`src/rtl/crc16_pkg.sv`:
```
// Package for the configurable CRC-16 engine.
// Holds the register index codes, the index type and the byte update function.
// No dependencies.
package crc16_pkg;

  // Width of the configuration register index.
  localparam int unsigned CfgIndexWidth = 3;

  typedef logic [CfgIndexWidth-1:0] cfg_index_t;
  typedef logic [15:0] crc_t;

  // Configuration register indexes.
  localparam cfg_index_t RegPoly           = 3'd0;
  localparam cfg_index_t RegInitValue      = 3'd1;
  localparam cfg_index_t RegFinalXor       = 3'd2;
  localparam cfg_index_t RegReversePoly    = 3'd3;
  localparam cfg_index_t RegReflectedShift = 3'd4;

  // Bit masks used by the shift steps.
  localparam crc_t CrcMsbMask = 16'h8000;
  localparam crc_t CrcLsbMask = 16'h0001;

  // Mirror the bit order of a 16-bit word.
  function automatic crc_t bit_reverse16(input crc_t value);
    crc_t result;
    for (int k = 0; k < 16; k++) begin
      result[k] = value[15-k];
    end
    return result;
  endfunction

  // Fold one byte into the remainder, eight bit steps, in either direction.
  function automatic crc_t crc16_byte(input crc_t rem, input logic [7:0] data,
                                      input crc_t gen, input logic reflected);
    crc_t r;
    r = reflected ? (rem ^ {8'h00, data}) : (rem ^ {data, 8'h00});
    for (int k = 0; k < 8; k++) begin
      if (reflected) begin
        if ((r & CrcLsbMask) != 16'h0000) begin
          r = (r >> 1) ^ gen;
        end else begin
          r = r >> 1;
        end
      end else begin
        if ((r & CrcMsbMask) != 16'h0000) begin
          r = (r << 1) ^ gen;
        end else begin
          r = r << 1;
        end
      end
    end
    return r;
  endfunction

endpackage

```
`src/rtl/configurable_crc16_engine.sv`:
```
// Configurable CRC-16 engine: top level with config registers and output skid.
// Depends on crc16_pkg.
//
// Usage:
// Message bytes arrive on the s_ channel; s_tlast marks the final byte of a
// message. Each accepted beat folds the byte into a 16-bit running remainder
// in the same cycle, so one byte is taken every clock while s_tready is high.
// When the last byte is taken, its CRC (remainder XORed with final_xor) is
// registered into the output register, or into the skid register while the
// output is held; the remainder reloads init_value. No beat for other bytes.
// The cfg_ channel writes the five registers by index (0 poly, 1 init_value,
// 2 final_xor, 3 reverse_poly, 4 reflected_shift); it is always ready.
// Writing init_value also restarts the running remainder. Other indexes are
// ignored. Write only while the block is idle.
// Throughput is one byte per cycle while s_tready is high, set by the
// combinational eight-step XOR network.
// An output register plus a one-entry skid register let input continue while
// one result waits; s_tready drops only when both hold a result.
// Reset (rst, synchronous) restores the register defaults, loads the
// remainder with 0xFFFF and empties the output side.
module configurable_crc16_engine (
  input  logic                     clk,
  input  logic                     rst,
  // Input stream.
  input  logic                     s_tvalid,
  output logic                     s_tready,
  input  logic [7:0]               s_tdata,   // [7:0] data_byte
  input  logic                     s_tlast,   // last_byte
  // Output stream.
  output logic                     m_tvalid,
  input  logic                     m_tready,
  output logic [15:0]              m_tdata,   // [15:0] crc_value
  // Configuration write channel.
  input  logic                     cfg_valid,
  output logic                     cfg_ready,
  input  crc16_pkg::cfg_index_t    cfg_index,
  input  logic [15:0]              cfg_data
);

  // Configuration registers.
  crc16_pkg::crc_t poly;
  crc16_pkg::crc_t init_value;
  crc16_pkg::crc_t final_xor;
  logic            reverse_poly;
  logic            reflected_shift;

  // Running remainder and output side.
  crc16_pkg::crc_t remainder;
  crc16_pkg::crc_t remainder_next;
  crc16_pkg::crc_t gen_poly;
  crc16_pkg::crc_t crc_next;
  crc16_pkg::crc_t skid_data;
  logic            skid_valid;
  logic            in_beat;
  logic            cfg_beat;
  logic            produce;

  assign cfg_ready = 1'b1;
  assign cfg_beat  = cfg_valid && cfg_ready;
  assign s_tready  = !skid_valid;
  assign in_beat   = s_tvalid && s_tready;
  assign produce   = in_beat && s_tlast;

  // Byte update of the remainder.
  always_comb begin
    gen_poly       = reverse_poly ? crc16_pkg::bit_reverse16(poly) : poly;
    remainder_next = crc16_pkg::crc16_byte(remainder, s_tdata, gen_poly, reflected_shift);
    crc_next       = remainder_next ^ final_xor;
  end

  // Configuration registers.
  always_ff @(posedge clk) begin
    if (rst) begin
      poly            <= 16'h8005;
      init_value      <= 16'hFFFF;
      final_xor       <= 16'h0000;
      reverse_poly    <= 1'b1;
      reflected_shift <= 1'b1;
    end else if (cfg_beat) begin
      case (cfg_index)
        crc16_pkg::RegPoly:           poly            <= cfg_data;
        crc16_pkg::RegInitValue:      init_value      <= cfg_data;
        crc16_pkg::RegFinalXor:       final_xor       <= cfg_data;
        crc16_pkg::RegReversePoly:    reverse_poly    <= cfg_data[0];
        crc16_pkg::RegReflectedShift: reflected_shift <= cfg_data[0];
        default: ;
      endcase
    end
  end

  // Running remainder: reload on the last byte or an init_value write.
  always_ff @(posedge clk) begin
    if (rst) begin
      remainder <= 16'hFFFF;
    end else if (cfg_beat && (cfg_index == crc16_pkg::RegInitValue)) begin
      remainder <= cfg_data;
    end else if (in_beat) begin
      remainder <= s_tlast ? init_value : remainder_next;
    end
  end

  // Output register with a one-entry skid register behind it.
  always_ff @(posedge clk) begin
    if (rst) begin
      m_tvalid   <= 1'b0;
      skid_valid <= 1'b0;
    end else if (skid_valid) begin
      if (m_tready) begin
        m_tdata    <= skid_data;
        skid_valid <= 1'b0;
      end
    end else if (produce) begin
      if (!m_tvalid || m_tready) begin
        m_tdata  <= crc_next;
        m_tvalid <= 1'b1;
      end else begin
        skid_data  <= crc_next;
        skid_valid <= 1'b1;
      end
    end else if (m_tvalid && m_tready) begin
      m_tvalid <= 1'b0;
    end
  end

`ifndef SYNTH
  // A held skid entry always sits behind a valid output beat.
  a_skid_behind_out: assert property (@(posedge clk) disable iff (rst)
    skid_valid |-> m_tvalid)
    else $error("skid register holds a result while the output is empty");

  // A last byte always leaves m_tvalid high in the next cycle.
  a_last_gives_out: assert property (@(posedge clk) disable iff (rst)
    (s_tvalid && s_tready && s_tlast) |=> m_tvalid)
    else $error("last byte accepted without a CRC beat following");

  // Input backpressure only while a result is stuck at the output.
  a_stall_cause: assert property (@(posedge clk) disable iff (rst)
    !s_tready |-> (m_tvalid && skid_valid))
    else $error("input stalled with room on the output side");
`endif

endmodule
```
`config.mk`:
```
export PLATFORM = sky130hd
export DESIGN_NAME = configurable_crc16_engine
export DESIGN_NICKNAME = d
export VERILOG_FILES = /design/src/rtl/crc16_pkg.sv /design/src/rtl/configurable_crc16_engine.sv
export SDC_FILE = /design/constraint.sdc
export NUM_CORES = 1
export LEC_CHECK = 0
export BUFFER_PORTS_ARGS = -buffer_cell sky130_fd_sc_hd__clkbuf_2
export CORE_MARGIN = 4
export CORE_UTILIZATION = 60
export DETAILED_ROUTE_END_ITERATION = 7
export GPL_TIMING_DRIVEN = 0
export PLACE_DENSITY = 0.78
export SYNTH_ARGS = -nofsm -noshare
export SYNTH_HDL_FRONTEND = slang
export SYNTH_SLANG_ARGS = --single-unit
```
`constraint.sdc`:
```
create_clock -name clk -period 7.85 [get_ports clk]
set_clock_uncertainty 0.05 [all_clocks]
set_input_delay 0.3925 -clock clk [delete_from_list [all_inputs] [get_ports clk]]
set_output_delay 0.3925 -clock clk [all_outputs]
set_load 0.005 [all_outputs]
```
# After elaboration in Yosys (flattened, before gate mapping)

Cells that the tools add are included.

Register bits after elaboration: 100
Word-level logic and storage cells: 98

Equal/unequal tests: 6
Multiplexer cells: 40
Bitwise logic cells: 22
Reductions and logical operators: 20

Operators with widths:

| kind                                                  | count |
|---|---|
| 2-to-1 mux 16 bit                                     | 33 |
| bitwise XOR 16 bit                                    | 10 |
| bitwise XOR 15 x 16 -> 16 bit                         | 8 |
| bitwise XOR 16 x 8 -> 16 bit                          | 1 |
| AND reduction 2 bit                                   | 5 |
| AND reduction 4 bit                                   | 2 |
| nonzero test 2 bit                                    | 4 |
| 2-to-1 mux 1 bit                                      | 7 |
| == test 3 x 2 -> 1 bit, second input constant         | 2 |
| logical AND 1 bit                                     | 4 |
| == test 3 x 1 -> 1 bit, second input constant         | 1 |
| == test 3 bit, second input constant                  | 1 |
| logical NOT 3 bit                                     | 1 |
| NOT 1 bit                                             | 3 |
| AND reduction 3 bit                                   | 1 |
| logical NOT 1 bit                                     | 2 |
| inequality test 2 x 1 -> 1 bit, second input constant | 1 |
| inequality test 2 bit, second input constant          | 1 |
| logical OR 1 bit                                      | 1 |

# Depth between registers and ports, before layout

Word-level depth: 30
Mapped depth: 26

# Worst setup path after synthesis

OpenSTA, ideal clock, no wires.

Path type: register to register
Start point: register reverse_poly
End point: register m_tdata[13] (data pin)
Setup time: 260 ps
Data arrival time: 5116 ps
Data required time: 7540 ps
Path slack: 2424 ps
Stages on the path, launching flop included: 22
Path buffers: 5
Cells stage by stage: dfxtp_1 -> buf_6 -> buf_6 -> buf_8 -> mux2_4 -> a32o_1 -> or4_4 -> a211o_1 -> a32o_1 -> and4_4 -> a311oi_4 -> o211ai_2 -> and2_1 -> buf_2 -> or4_4 -> and3_4 -> buf_6 -> or3_1 -> a21oi_1 -> a211oi_2 -> xnor2_2 -> mux2_2

Cells in the longest elaborated chain, start to end: 29
Elaborated cells between the ends (all ways): 45
Classes of those cells: mux (28); bitwise (17)

Ends and longest elaborated chain:

| what                                                                | line                             | source |
|---|---|---|
| from (decl)                                                         | configurable_crc16_engine.sv:44  | `logic reverse_poly;` |
| from (signal assigned)                                              | configurable_crc16_engine.sv:84  | `crc16_pkg::RegReversePoly: reverse_poly <= cfg_data[0];` |
| 2-to-1 mux 16 bit (*)                                               | configurable_crc16_engine.sv:66  | `gen_poly = reverse_poly ? crc16_pkg::bit_reverse16(poly) : poly;` |
| bitwise XOR 16 bit or bitwise XOR 15 x 16 -> 16 bit (tied branches) | crc16_pkg.sv:46, crc16_pkg.sv:40 |  |
| 2-to-1 mux 16 bit (on tied branches)                                | crc16_pkg.sv:45, crc16_pkg.sv:39 |  |
| 2-to-1 mux 16 bit                                                   | crc16_pkg.sv:38                  | `if (reflected) begin` |
| bitwise XOR 16 bit or bitwise XOR 15 x 16 -> 16 bit (tied branches) | crc16_pkg.sv:46, crc16_pkg.sv:40 |  |
| 2-to-1 mux 16 bit (on tied branches)                                | crc16_pkg.sv:45, crc16_pkg.sv:39 |  |
| 2-to-1 mux 16 bit                                                   | crc16_pkg.sv:38                  |  |
| bitwise XOR 16 bit or bitwise XOR 15 x 16 -> 16 bit (tied branches) | crc16_pkg.sv:46, crc16_pkg.sv:40 |  |
| [14 not listed]                                                     | n/a                              |  |
| bitwise XOR 16 bit or bitwise XOR 15 x 16 -> 16 bit (tied branches) | crc16_pkg.sv:46, crc16_pkg.sv:40 |  |
| 2-to-1 mux 16 bit (on tied branches)                                | crc16_pkg.sv:45, crc16_pkg.sv:39 |  |
| 2-to-1 mux 16 bit (*)                                               | crc16_pkg.sv:38                  |  |
| bitwise XOR 16 bit (*)                                              | configurable_crc16_engine.sv:68  | `crc_next = remainder_next ^ final_xor;` |
| via crc_next[13]                                                    | configurable_crc16_engine.sv:51  | `crc16_pkg::crc_t crc_next;` |
| 2-to-1 mux 16 bit (*)                                               | configurable_crc16_engine.sv:113 | `if (!m_tvalid \|\| m_tready) begin` |
| 2-to-1 mux 16 bit (*)                                               | configurable_crc16_engine.sv:112 | `end else if (produce) begin` |
| 2-to-1 mux 16 bit (*)                                               | configurable_crc16_engine.sv:107 | `end else if (skid_valid) begin` |
| to (signal assigned)                                                | configurable_crc16_engine.sv:109 | `m_tdata <= skid_data;` |
| to (signal assigned)                                                | configurable_crc16_engine.sv:114 | `m_tdata <= crc_next;` |
| to (decl)                                                           | configurable_crc16_engine.sv:32  | `output logic [15:0] m_tdata,` |

The timed path passes the listed nets; every way through them passes the cells marked *. The select of a mux whose other input is x is not followed.
A chain may end at the register's enable or synchronous reset.

# Worst setup path after layout

Start point: register reflected_shift
End point: register m_tdata[6] (data pin)

Cells in the longest elaborated chain, start to end: 29
Elaborated cells between the ends (all ways): 45
Classes of those cells: mux (28); bitwise (17)

Ends and longest elaborated chain:

| what                                                                | line                             | source |
|---|---|---|
| from (decl)                                                         | configurable_crc16_engine.sv:45  | `logic reflected_shift;` |
| from (signal assigned)                                              | configurable_crc16_engine.sv:85  | `crc16_pkg::RegReflectedShift: reflected_shift <= cfg_data[0];` |
| 2-to-1 mux 16 bit                                                   | crc16_pkg.sv:36                  | `r = reflected ? (rem ^ {8'h00, data}) : (rem ^ {data, 8'h00});` |
| bitwise XOR 16 bit or bitwise XOR 15 x 16 -> 16 bit (tied branches) | crc16_pkg.sv:46, crc16_pkg.sv:40 |  |
| 2-to-1 mux 16 bit (on tied branches)                                | crc16_pkg.sv:45, crc16_pkg.sv:39 |  |
| 2-to-1 mux 16 bit                                                   | crc16_pkg.sv:38                  |  |
| bitwise XOR 15 x 16 -> 16 bit or bitwise XOR 16 bit (tied branches) | crc16_pkg.sv:40, crc16_pkg.sv:46 |  |
| 2-to-1 mux 16 bit (on tied branches)                                | crc16_pkg.sv:39, crc16_pkg.sv:45 |  |
| 2-to-1 mux 16 bit                                                   | crc16_pkg.sv:38                  |  |
| bitwise XOR 16 bit or bitwise XOR 15 x 16 -> 16 bit (tied branches) | crc16_pkg.sv:46, crc16_pkg.sv:40 |  |
| [14 not listed]                                                     | n/a                              |  |
| bitwise XOR 16 bit or bitwise XOR 15 x 16 -> 16 bit (tied branches) | crc16_pkg.sv:46, crc16_pkg.sv:40 |  |
| 2-to-1 mux 16 bit (on tied branches)                                | crc16_pkg.sv:45, crc16_pkg.sv:39 |  |
| 2-to-1 mux 16 bit (*)                                               | crc16_pkg.sv:38                  |  |
| bitwise XOR 16 bit (*)                                              | configurable_crc16_engine.sv:68  |  |
| via crc_next[6]                                                     | configurable_crc16_engine.sv:51  |  |
| 2-to-1 mux 16 bit (*)                                               | configurable_crc16_engine.sv:113 |  |
| 2-to-1 mux 16 bit (*)                                               | configurable_crc16_engine.sv:112 |  |
| 2-to-1 mux 16 bit (*)                                               | configurable_crc16_engine.sv:107 |  |

Marked as above.

==> results by group <==
STA
  – Worst setup margin: roughly 110 ps
  – Worst-margin pin slew: 1249 ps
  – # setup viols final: 0
  – Setup TNS: 0 ps
  – Max Freq: 129.2 MHz
  – Final min period: approximately 7700 ps
  – Fin. max-slew vios: 0
  – RSZ-0062 raised after global routing: false
  – Final worst-path cycle share: 0.9861
  – Slew Limit Headroom: 0.1432
  – Hold Vio Cnt, Final: 0

Clock network
  – Clk pin slew, worst setup/hold paths: around 70 ps
  – # hold bufs at CTS: 0
  – Root Driver: clkbuf_16
  – TritonCTS Buffers: 9
  – H-tree levels: 3
  – Clk Latency, worst-skew pair: about 340 ps
  – CTS tree: done
  – CTS Buffer Depth: 2
  – CTS Sinks: 100

Logic synthesis
  – Top cells by area, synth: dfxtp_1 10%, edfxtp_1 7.4%, nand2_1 6.9%
  – Cell variety after synth: approximately 120
  – Avg Synthesized Cell Area: ~7.6 sq um
  – Net count after synthesis: between 1.5k and 2k
  – Top FF cell, synth: dfxtp_1
  – Synthesized cell area: 13000 sq um
  – Synth warnings: 0
  – #FFs+latches synth: 100
  – Leading area contributor after synthesis: dfxtp_1
  – Yosys top cell area share: 0.1047
  – Seq/Total Area, Yosys: 0.1786
  – Top post-synthesis cells by count: 238 x nand2_1, 118 x a21oi_1, 113 x nor2_1
  – Number of flops mapped to enable cells by yosys: 32
  – Most frequent cell after synthesis: nand2_1
  – Ys async rst share: 0
  – Syn Inst Count: between 1.5k and 2k

Placed design
  – Dpl ws: between 400 and 500 ps
  – GP Congestion: ~1.1
  – # port buffers: 47
  – DP Area: approximately 14000 sq um
  – DP Wirelength: between 40000 and 50000 um

Setup path
  – Worst path bufs/invs: 15
  – CP max FO: 10
  – Slack of the worst reg-to-reg path: about 110 ps
  – CP top delay family: buffers and inverters
  – Critical path capture point type: flip-flop
  – CP cell instances: buf_2 -> buf_6 -> clkinv_1 -> buf_2 -> buf_2 -> buf_2 -> buf_2 -> buf_2 -> buf_2 -> clkbuf_1 -> clkbuf_1 -> clkbuf_1 -> buf_1 -> clkbuf_1 -> clkbuf_1 -> o211ai_1 -> a31oi_1 -> xnor2_1 -> mux2_2
  – Startpoint Class: flip-flop
  – Slowest CP cell: clkbuf_1
  – CP arrival: 7800 ps
  – WS Path Type: flip-flop to flip-flop
  – Required time of the worst setup path: roughly 7900 ps
  – Most frequent CP cell: buf_2
  – Worst path max stage delay: around 680 ps

Final layout
  – Area growth from synthesis to layout: 7.238%
  – # diodes: 0
  – Post-route cell area: about 14000 sq um
  – Core Util, Final: 0.6590
  – Layout cell share with drive strength beyond 1: 0.1467
  – Nets: roughly 1.8k

Floorplan
  – Die area: approximately 24000 sq um
  – Die Span Y: 155.2 um
  – Core Rows: 53
  – Die X: 155.2 um
  – Initial core utilization: 0.6145
  – IO Pins: 52
  – Core Area: ~21000 sq um

Detailed routing
  – Vias post-DR: between 15k and 20k
  – DRC: 1
  – WL/cell: 29.51 um
  – Final antenna-violating net count: 0
  – Via-per-instance ratio: 7.745
  – DR pass1 iterations: 8
  – DRT iter0 DRCs: 2725
  – WL final: between 60000 and 70000 um

GRT
  – Gr usage total: 0.4825
  – Initial antenna violation count: 5
  – Total gr overflow: 0
  – Vias in the first global route: 14.86k
  – Largest net degree at the start of global routing: 19
  – First-pass GRT wire length: about 90000 um

Outcome
  – Failing checks: design-rule violations
  – Status: complete, but fails checks

Pwr
  – LEAKAGE: between 5 and 6 nW
  – Total power: roughly 4.9 mW
  – Max IR drop VDD: roughly 190 uV
  – Pwr/cell area: between 300 and 400 nW/um^2

Flow run
  – Maxcap violations: 0

Min path
  – Hold WC Path Type: input port to flip-flop
registers in the layout, indices dropped and copies added, names as in the netlist, 16 cells and up:
signal / count
init_value: 16
poly: 16
skid_data: 16
remainder: 16
final_xor: 16
m_tdata: 16
cell type report:
class / instances / area [sq um]
inverter: 4 / 15.01
timing repair buffer: 50 / 261.5
sequential: 100 / 2322
tap: 275 / 344.1
fill: 1855 / 7213
clock buffer: 10 / 229.0
multi-input combinational: 1466 / 9987
clock inverter: 6 / 82.58
buffer: 136 / 699.4
kinds of logic (layout without fill, tap and decap cells):
logic type | count (synthesis) | count (layout) | share of synthesized area
AO/OA/AOI/OAI | 586 | 586 | 0.3335
buffers and inverters | 140 | 206 | 0.05476
other | 1 | 1 | 0.0002885
flip-flops | 100 | 100 | 0.1786
AND/OR/NAND/NOR | 633 | 633 | 0.2383
multiplexers | 99 | 99 | 0.08460
XOR/XNOR | 147 | 147 | 0.1099
through the flow:
stage / instances / hold slack, ps
final: 2047 / 276.7
after global routing: 2047 / 303.7
after CTS: 2045 / 276.2
after detailed placement: 2029 / 383.0
after global placement: 2028 / 379.2
after floorplan: 1706 / 372.7
placed cells by master, fill, tap and decap left out, types with 53 or more instances in the layout:
cell and n:
o21ai_0 75, xnor2_1 94, nand2_1 238, clkbuf_1 63, a21oi_1 117, dfxtp_1 68, nor2_1 112, nand3_1 54
nor3_1 53
routing by layer:
layer  track usage  share of wire  wire length (um)
met1        0.5974           0.35             21150
met2        0.7186           0.41             24960
met3        0.1658           0.15              9308
met4        0.3022          0.082              4963
met5             0        0.00058                35
repair_timing:
item | 4_1_cts | 5_1_grt
gates resized for setup | 0 | 8
buffers inserted | 0 | 2
hold endpoints to repair | 0 | 0
endpoints found under the setup margin | 0 | 14
worst paths after layout:
| path | start | end | depth (start not counted) |
|---|---|---|---|
| max | reflected_shift$_SDFFE_PP1P_ | m_tdata[6]$_DFFE_PP_ | 19 |
| min | cfg_data[2] | final_xor[2]$_SDFFE_PP0P_ | 3 |
| max reg2reg | reflected_shift$_SDFFE_PP1P_ | m_tdata[6]$_DFFE_PP_ | 19 |
| min reg2reg | init_value[7]$_SDFFE_PP1P_ | init_value[7]$_SDFFE_PP1P_ | 2 |
where the power goes:
part           switching, mW  internal [mW]  leakage, nW
logic                   2.46           1.31         4.17
clock network          0.203          0.254        0.148
registers             0.0392          0.637        0.841
total                   2.70           2.20         5.16
worst reg2reg max path, stage by stage, from the launching register on:
cell and delay [ps]:
dfxtp_1 370, buf_2 210, buf_6 170, clkinv_1 230, buf_2 350, buf_2 350
buf_2 330, buf_2 370, buf_2 380, buf_2 310, clkbuf_1 440, clkbuf_1 530
clkbuf_1 500, buf_1 590, clkbuf_1 510, clkbuf_1 680, o211ai_1 210, a31oi_1 470
xnor2_1 160, mux2_2 280
No activity file was read; power rests on OpenSTA's default activity.
